## src/rhe_pkg.sv

```systemverilog
// Shared constants, codes and controller/datapath interface types of the region equalizer.
package rhe_pkg;

   localparam int REGION_SLOTS = 64;
   localparam int BIN_COUNT    = 256;
   localparam int MAX_PIXELS   = 1048576;

   localparam int REG_W     = (REGION_SLOTS > 1) ? $clog2(REGION_SLOTS) : 1;
   localparam int BIN_W     = $clog2(BIN_COUNT);
   localparam int ADDR_W    = REG_W + BIN_W;
   localparam int CNT_W     = $clog2(MAX_PIXELS + 1);
   localparam int GREY_W    = 8;
   localparam int NUM_W     = CNT_W + GREY_W;
   localparam int STEP_W    = 3;

   typedef enum logic [1:0] {
      OP_ACC   = 2'd0,
      OP_FIN   = 2'd1,
      OP_LOOK  = 2'd2,
      OP_CLEAR = 2'd3
   } op_type;

   typedef enum logic [1:0] {
      ST_OK    = 2'd0,
      ST_PHASE = 2'd1,
      ST_RANGE = 2'd2,
      ST_CAP   = 2'd3
   } status_type;

   typedef struct packed {
      logic load_item;
      logic res_load;
      logic clr_start;
      logic clr_step;
      logic acc_rd;
      logic acc_wr;
      logic look_rd;
      logic look_res;
      logic fin_start;
      logic r_inc;
      logic fin_rd0;
      logic pre_step;
      logic sc_rd;
      logic sc_load;
      logic div_step;
      logic sc_wr;
      logic b_inc;
      logic set_ready;
      logic out_load;
   } cmd_type;

   typedef struct packed {
      op_type     op;
      status_type st;
      logic       seen_cur;
      logic       seen_r;
      logic       r_last;
      logic       b_last;
      logic       k_last;
      logic       clr_last;
   } sts_type;

endpackage

```

## src/rhe_ctrl.sv

```systemverilog
// Controller: sequences accumulate, lookup, finalize and clear passes.
module rhe_ctrl (
   input  logic              clock,
   input  logic              reset,
   input  logic              req_tvalid,
   output logic              req_tready,
   output logic              rsp_tvalid,
   input  logic              rsp_tready,
   input  rhe_pkg::sts_type  sts,
   output rhe_pkg::cmd_type  cmd
);
   import rhe_pkg::*;

   typedef enum logic [11:0] {
      S_IDLE   = 12'b000000000001,
      S_EXEC   = 12'b000000000010,
      S_CLEAR  = 12'b000000000100,
      S_ACC_WR = 12'b000000001000,
      S_LOOK   = 12'b000000010000,
      S_FIN    = 12'b000000100000,
      S_PRE    = 12'b000001000000,
      S_SC_RD  = 12'b000010000000,
      S_SC_LD  = 12'b000100000000,
      S_SC_DIV = 12'b001000000000,
      S_SC_WR  = 12'b010000000000,
      S_RESP   = 12'b100000000000
   } state_type;

   state_type state_ff, state_in;
   logic      reply_ff, reply_in;
   logic      valid_ff, valid_in;

   assign req_tready = state_ff == S_IDLE;
   assign rsp_tvalid = valid_ff;

   always_comb begin
      cmd      = '0;
      state_in = state_ff;
      reply_in = reply_ff;
      case (state_ff)
         S_IDLE: begin
            if (req_tvalid) begin
               cmd.load_item = 1'b1;
               state_in      = S_EXEC;
            end
         end
         S_EXEC: begin
            cmd.res_load = 1'b1;
            if (sts.op == OP_CLEAR) begin
               cmd.clr_start = 1'b1;
               reply_in      = 1'b1;
               state_in      = S_CLEAR;
            end else if (sts.st != ST_OK) begin
               state_in = S_RESP;
            end else begin
               case (sts.op)
                  OP_ACC: begin
                     cmd.acc_rd = 1'b1;
                     state_in   = S_ACC_WR;
                  end
                  OP_FIN: begin
                     cmd.fin_start = 1'b1;
                     state_in      = S_FIN;
                  end
                  OP_LOOK: begin
                     if (sts.seen_cur) begin
                        cmd.look_rd = 1'b1;
                        state_in    = S_LOOK;
                     end else begin
                        state_in = S_RESP;
                     end
                  end
                  default: state_in = S_RESP;
               endcase
            end
         end
         S_CLEAR: begin
            cmd.clr_step = 1'b1;
            if (sts.clr_last) begin
               state_in = reply_ff ? S_RESP : S_IDLE;
               reply_in = 1'b0;
            end
         end
         S_ACC_WR: begin
            cmd.acc_wr = 1'b1;
            state_in   = S_RESP;
         end
         S_LOOK: begin
            cmd.look_res = 1'b1;
            state_in     = S_RESP;
         end
         S_FIN: begin
            if (!sts.seen_r) begin
               if (sts.r_last) begin
                  cmd.set_ready = 1'b1;
                  state_in      = S_RESP;
               end else begin
                  cmd.r_inc = 1'b1;
               end
            end else begin
               cmd.fin_rd0 = 1'b1;
               state_in    = S_PRE;
            end
         end
         S_PRE: begin
            cmd.pre_step = 1'b1;
            if (sts.b_last) state_in = S_SC_RD;
         end
         S_SC_RD: begin
            cmd.sc_rd = 1'b1;
            state_in  = S_SC_LD;
         end
         S_SC_LD: begin
            cmd.sc_load = 1'b1;
            state_in    = S_SC_DIV;
         end
         S_SC_DIV: begin
            cmd.div_step = 1'b1;
            if (sts.k_last) state_in = S_SC_WR;
         end
         S_SC_WR: begin
            cmd.sc_wr = 1'b1;
            if (sts.b_last) begin
               if (sts.r_last) begin
                  cmd.set_ready = 1'b1;
                  state_in      = S_RESP;
               end else begin
                  cmd.r_inc = 1'b1;
                  state_in  = S_FIN;
               end
            end else begin
               cmd.b_inc = 1'b1;
               state_in  = S_SC_RD;
            end
         end
         S_RESP: begin
            if (!valid_ff || rsp_tready) begin
               cmd.out_load = 1'b1;
               state_in     = S_IDLE;
            end
         end
         default: state_in = S_IDLE;
      endcase
   end

   always_comb begin
      valid_in = valid_ff;
      if (cmd.out_load) valid_in = 1'b1;
      else if (rsp_tready) valid_in = 1'b0;
   end

   always_ff @(posedge clock) begin
      if (reset) begin
         state_ff <= S_CLEAR;
         reply_ff <= 1'b0;
         valid_ff <= 1'b0;
      end else begin
         state_ff <= state_in;
         reply_ff <= reply_in;
         valid_ff <= valid_in;
      end
   end

endmodule

```

## config.mk

```make
export PLATFORM = sky130hd
export DESIGN_NAME = rhe_ctrl
export DESIGN_NICKNAME = d
export VERILOG_FILES = /design/src/rhe_pkg.sv /design/src/rhe_ctrl.sv
export SDC_FILE = /design/constraint.sdc
export NUM_CORES = 1
export LEC_CHECK = 0
export ABC_AREA = 1
export BUFFER_PORTS_ARGS = -buffer_cell sky130_fd_sc_hd__buf_2
export CAP_MARGIN = 15
export CORE_MARGIN = 5
export CORE_UTILIZATION = 45
export DETAILED_ROUTE_END_ITERATION = 10
export HOLD_SLACK_MARGIN = 0.1
export PLACE_DENSITY = 0.8
export RECOVER_POWER = 100
export SETUP_SLACK_MARGIN = 0.02
export SYNTH_ARGS = -nofsm -noshare
export SYNTH_HDL_FRONTEND = slang
export SYNTH_SLANG_ARGS = --single-unit
```

## constraint.sdc

```tcl
create_clock -name clock -period 2.5 [get_ports clock]
set_input_delay 0.375 -clock clock [delete_from_list [all_inputs] [get_ports clock]]
set_output_delay 0.375 -clock clock [all_outputs]
set_load 0.01 [all_outputs]
```

# [Word level (Yosys, flattened, before mapping)]
# Index checks and enable logic that the tools add are counted.
[totals] ff_bits=14 out_inout_bits=21 wordCells=92
[op_classes] eq_ne=22 n_mux=58 reduce_logical=9
[ops] op="$mux 12" count=13
[ops] op="$pmux 12 s11" count=1
[ops] op="$mux 1" count=38
[ops] op="$pmux 12 s3" count=1
[ops] op="$eq 12x1->1 const B" count=1
[ops] op="$eq 12x10->1 const B" count=1
[ops] op="$eq 12x11->1 const B" count=1
[ops] op="$eq 12x12->1 const B" count=1
[ops] op="$eq 12x2->1 const B" count=1
[ops] op="$eq 12x3->1 const B" count=1
[ops] op="$eq 12x4->1 const B" count=1
[ops] op="$eq 12x5->1 const B" count=1
[ops] op="$eq 12x6->1 const B" count=1
[ops] op="$eq 12x7->1 const B" count=1
[ops] op="$eq 12x8->1 const B" count=1
[ops] op="$eq 12x9->1 const B" count=1
[ops] op="$ne 2x2->1 const B" count=6
[ops] op="$pmux 1 s2" count=3
[ops] op="$reduce_and 6->1" count=1
[ops] op="$reduce_bool 2->1" count=3
[ops] op="$eq 2x2->1 const B" count=2
[ops] op="$mux 2" count=2
[ops] op="$ne 3x3->1 const B" count=1
[ops] op="$reduce_and 3->1" count=1
[ops] op="5 further kinds" count=5

# [Logic depth before layout (Yosys ltp)]
# Gate-level depths: netlist of run 1.
[depth] depth_word=5 mapped_depth=10 ltp_nobuf=10

# [Least setup slack after synthesis of run 1]
# Ideal clock, no wire load.
[synth_timing] kind="register to output" start="register state_ff[4]" end="output cmd[1] in the netlist's numbering" t_arrival_ns=1.142 required_time_ns=2.125 path_slack_ns=0.983 path_stages_with_launch=7 path_buffers=0 cell_sequence="dfxtp_1 -> nor2_2 -> nand2_4 -> nor2_4 -> nand2_1 -> nor2_1 -> o211a_1"
[synth_rtl] element="start: declaration" line_no="rhe_ctrl.sv:29" rtl="state_type state_ff, state_in;"
[synth_rtl] element="start signal: assignment" line_no="rhe_ctrl.sv:158" rtl="state_ff <= state_in;"
[synth_rtl] element="end: declaration" line_no="rhe_ctrl.sv:10" rtl="output rhe_pkg::cmd_type cmd"

==> results of run 1 <==
## layer usage
metal	wire length [um]	GRT usage (%)	up-vias	part of all wire, %
li1	-	-	626	-
met1	1202	20.55	520	46
met2	1188	25.90	49	45
met3	193	1.307	5	7.3
met4	48	7.595	0	1.8
met5	0	0	-	0
## stage by stage
step                cells  hold slack (ps)  utilization (%)
floorplan             179            467.8                -
global placement      241            498.0            53.89
detailed placement    241            494.6            53.89
CTS                   245            357.9            55.40
global route          245            371.9            52.75
finish                245            360.2            52.75
## layout make-up
cell class | instances | share of cell area (%)
timing repair buffer | 34 | 11.71
sequential | 14 | 22.05
tap | 30 | 2.953
inverter | 43 | 12.70
clock buffer | 4 | 2.854
multi-input combinational | 120 | 47.74
## worst max-delay path by stage
stage / cells after the start / slack, ps / endpoint / startpoint
2_1_floorplan: 6 / 980 / cmd[1] / state_ff[4]
3_3_place_gp: 8 / 800 / cmd[9] / state_ff[4]
3_5_place_dp: 8 / 760 / cmd[9] / state_ff[4]
4_1_cts: 8 / 440 / cmd[9] / state_ff[4]
5_1_grt: 8 / 180 / cmd[9] / state_ff[4]
6_report: 8 / 350 / cmd[9] / state_ff[4]
## flip-flops by register name, indices dropped and copies added, names as in the netlist
| register | cells |
|---|---|
| rsp_tvalid | 1 |
| state_ff | 12 |
| reply_ff | 1 |
## cell usage in the layout, fill, tap and decap left out, drive strengths merged
cell    count
inv        43
nor2       38
nand2      34
clkbuf     21
buf        17
nand3      17
dfxtp      14
nor3       10
o21ai       6
a21oi       5
nand4       4
nand3b      2
and3        1
and2        1
o211a       1
a31oi       1
## cells by family (layout without fill, tap and decap cells)
family | Yosys count | in the layout | synth area share (%)
AO/OA/AOI/OAI | 13 | 13 | 6.469
flip-flops | 14 | 14 | 25.43
AND/OR/NAND/NOR | 107 | 107 | 52.44
buffers and inverters | 45 | 81 | 15.66
## power breakdown
part           total (mW)  internal, mW  switching (mW)
Sequential          0.236         0.229         0.00681
Clock               0.167        0.0887          0.0778
Combinational       0.133        0.0476          0.0851
Total               0.535         0.366           0.170
## worst max-delay path: cells and delay by family (launching register included)
family	cells	cell delay (ps)
buf+inv	1	150
simple gates	7	1020
flops	1	330
==> results.md, run 1 <==
- Status: finished, final reports clean
- Die Wd: 59.50 um
- FILL cells: 262
- Final Hold Viols: 0
- Leakage: 0.7364 nW
- Number of DRC markers in iteration 0: 38
- Vias in the first global route: 1,064
- Fin crit share: 85.88%
- Syn avg cell area: 6.158 um2
- FF+latch count, synth: 14
- Post-Syn Nets: 193
- Clk slew on worst S/H paths: 100 ps
- Most frequent cell after synthesis: inv_1
- Gr usage total: 15.74%
- Number of nets in the layout: 230
- Crit path max-delay cell type: dfxtp_1
- DR pass1 iterations: 4
- Post-CTS Resized: 0
- Root Driver: clkbuf_4
- Port Buf Inserts: 34
- Reg2reg end: state_ff[0]
- RePlAce Congestion: 0.9166
- WHS Path Cells: 2
- Sequential element share of the synthesized area: 25.43%
- H-tree levels: 1
- Number of synthesized flops with an enable pin: 0
- Chip Height: 59.50 um
- Initial Util: 45.74%
- Synth Cell Area: 0.001102 mm2
- Share of cells above drive strength 1: 15.81%
- Hold path start: reset
- Slew margin rel.: 62.37%
- Largest net degree at the start of global routing: 10
- Crit path setup slack, layout: 352.9 ps
- Main flop type after synthesis: dfxtp_1
- Core area: 0.002410 mm2
- Ant diodes: 0
- Hpwl dp: 2257 um
- CTS Buffer Depth: 2
- Ys Warns: 0
- Clock insertion delay at the later pin of the skew report: 290 ps
- Slowest stage delay, CP: 330 ps
- Slew Viols, Final: 0
- WS Path Type: reg -> out
- Clock sink count: 14
- First-pass GRT wire length: 4236 um
- Area after DPL: 0.001299 mm2
- Final Instance Area: 0.001271 mm2
- R2R depth: 9
- Most used cell, CP: nand2_1
- Worst setup EP type: primary output
- Register area: 280.3 um2
- CP Launch Type: flop
- Max VDD drop: 319.1 uV
- Worst hold path type: in -> reg
- CP required: 2120 ps
- CTS buffer count: 3
- Setup TNS: 0 ps
- Post-route minimum period: 2147 ps
- Total power draw: 0.5353 mW
- IO Count: 35
- Max frequency: 465.8 MHz
- Post-CTS Hold Buffers: 0
- Async SR Flop Fraction: 0%
- Final setup violating endpoints: 0
- Post-synth top cells: 43 x inv_1, 29 x nand2_1, 26 x nor2_1
- DR WL/cell: 10.75 um
- Multi-input gate area: 606.8 um2
- Max-cap viol count: 0
- Synth top area share: 25.43%
- PD cells: 421.1 mW/mm2
- Clock skew: 13.87 ps
- Num rows: 18
- ANT nets after route: 0
- RSZ-0062 raised after global routing: no
- CTS tree: done
- Worst-Margin Slew: 562.4 ps
- FF-to-FF Start: state_ff[11]
- Dpl ws: 762.7 ps
- Min-Delay Endpoint: reply_ff
- DRC: 0
- Drt total wl: 2633 um
- Post-CTS Repair Setup Buffers: 0
- Area delta synth->final: 15.32%
- Crit path max fanout: 7
- Yosys cell types: 25
- Top area cells in the synthesized netlist: dfxtp_1 25%, inv_1 15%, nand2_1 9.9%
- Crit path cell chain: nor2_1, nand2_4, nor2_4, nand2_1, nor2_1, nand2_1, nand2_1, clkbuf_1
- Vias post-DR: 1,200
- Die area: 0.003540 mm2
- Gr ovfl total: 0
- Mapped Cells: 179
- Worst R2R Setup Slack: 650 ps
- Largest area contributor in the netlist: dfxtp_1
- Initial antenna violation count: 0
- Crit path DAT: 1770 ps
- Drt via density: 4.898
Note: power is estimated with default switching activity, not from simulation.
==> run 2: changes to the inputs <==
Settings changed: CTS_BUF_LIST set to sky130_fd_sc_hd__clkbuf_8.
==> run 2 against run 1 <==
Compared with the run above:
- design area is 1.5% higher
- clock power grew 32%
- clock skew down 6.1 ps
- register-to-register slack improved by 20 ps
- wire length fell by 1.3%
- global-route usage down 0.27 points
- largest power group unchanged
- highest routed layer unchanged
==> results.md, run 2 (same netlist as run 1, synthesis figures left out) <==
- Slowest stage delay, CP: 320 ps
- Vias post-DR: 1,187
- Chip Height: 59.50 um
- Share of cells above drive strength 1: 15.81%
- WS Path Type: reg -> out
- Commonest cells after routing, fill and taps aside: 43 x inv_1, 31 x nor2_1, 31 x nand2_1
- First-pass GRT wire length: 4229 um
- Worst-Margin Slew: 552.6 ps
- Ant diodes: 0
- Initial antenna violation count: 0
- RSZ-0062 raised after global routing: no
- Gr usage total: 15.47%
- FILL cells: 263
- Drt via density: 4.845
- Max VDD drop: 334.7 uV
- Crit path DAT: 1730 ps
- Hpwl dp: 2257 um
- Final setup violating endpoints: 0
- Area delta synth->final: 17.03%
- H-tree levels: 1
- Crit path cell chain: nor2_1, nand2_4, nor2_4, nand2_1, nor2_1, nand2_1, nand2_1, clkbuf_1
- Post-CTS Resized: 0
- Post-CTS Repair Setup Buffers: 0
- Root Driver: clkbuf_8
- Final Instance Area: 0.001290 mm2
- Area after DPL: 0.001299 mm2
- Worst setup EP type: primary output
- Leakage: 0.7441 nW
- Buf+Inv Stages, Crit Path: 1
- CP Launch Type: flop
- CP required: 2120 ps
- IO Count: 35
- Post-CTS Hold Buffers: 0
- Multi-input gate area: 606.8 um2
- Clock skew: 7.732 ps
- Clock sink count: 14
- Clk slew on worst S/H paths: 60 ps
- RePlAce Congestion: 0.9166
- Port Buf Inserts: 34
- Largest Register: state_ff
- Crit path max fanout: 7
- Core area: 0.002410 mm2
- Slew margin rel.: 63.03%
- CTS Buffer Depth: 2
- Die area: 0.003540 mm2
- PD cells: 456.3 mW/mm2
- Max-cap viol count: 0
- Post-route minimum period: 2101 ps
- Drt total wl: 2598 um
- Max frequency: 475.9 MHz
- DR pass1 iterations: 4
- ANT nets after route: 0
- Most used cell, CP: nand2_1
- Largest net degree at the start of global routing: 10
- Num rows: 18
- Largest register FFs: 12
- CTS buffer count: 3
- Vias in the first global route: 1,065
- Number of DRC markers in iteration 0: 51
- Status: finished, final reports clean
- Most common cell after layout, fill and taps aside: inv_1
- CP top delay family: simple AND/OR/NAND/NOR gates
- Slew Viols, Final: 0
- DRC: 0
- DR WL/cell: 10.60 um
- Worst hold path type: in -> reg
- Final Hold Viols: 0
- Gr ovfl total: 0
- CTS tree: done
- Crit path max-delay cell type: dfxtp_1
- Fin crit share: 84.05%
- Register area: 280.3 um2
- Clock insertion delay at the later pin of the skew report: 250 ps
- Number of nets in the layout: 230
- Setup TNS: 0 ps
- Initial Util: 45.74%
- Die Wd: 59.50 um
-- run 2: cell count changes in the layout (fill, tap and decap cells not counted) --
cell,change
clkbuf_8,+3
clkbuf_4,-3
-- run 2: routing by layer --
layer / vias to the layer above / track usage [%] / routed length (um)
li1: 627 / - / -
met3: 5 / 1.307 / 176
met1: 509 / 20.68 / 1200
met4: 0 / 5.696 / 42
met5: - / 0 / 0
met2: 46 / 25.74 / 1178
-- run 2: cell type report --
| type | instances | share of cell area [%] |
|---|---|---|
| multi-input combinational | 120 | 47.04 |
| sequential | 14 | 21.73 |
| inverter | 43 | 12.51 |
| timing repair buffer | 34 | 11.54 |
| clock buffer | 4 | 4.268 |
| tap | 30 | 2.910 |
-- run 2: stage by stage --
step	hold slack, ps	total power [mW]	worst slack, ps	util, %	cells
after CTS	414.4	0.6022	497.4	56.18	245
final	406.1	0.5886	398.9	53.53	245
after floorplan	467.8	0.3445	982.8	-	179
after global placement	498.0	0.3817	795.3	53.89	241
after detailed placement	494.6	0.3826	762.7	53.89	241
after global routing	425.9	0.6191	239.7	53.53	245
-- run 2: final timing paths --
check                                  start          end  slack (ps)  depth (start not counted)
worst max register to register  state_ff[11]  state_ff[0]         670                          9
worst max-delay path             state_ff[4]       cmd[9]         400                          8
worst min-delay path                   reset     reply_ff         410                          2
worst min register to register      reply_ff     reply_ff         500                          2
-- run 2: power by group --
| part | internal (mW) | switching, mW | total [mW] |
|---|---|---|---|
| sequential | 0.230 | 0.00681 | 0.236 |
| combinational | 0.0476 | 0.0841 | 0.132 |
| clock | 0.139 | 0.0811 | 0.221 |
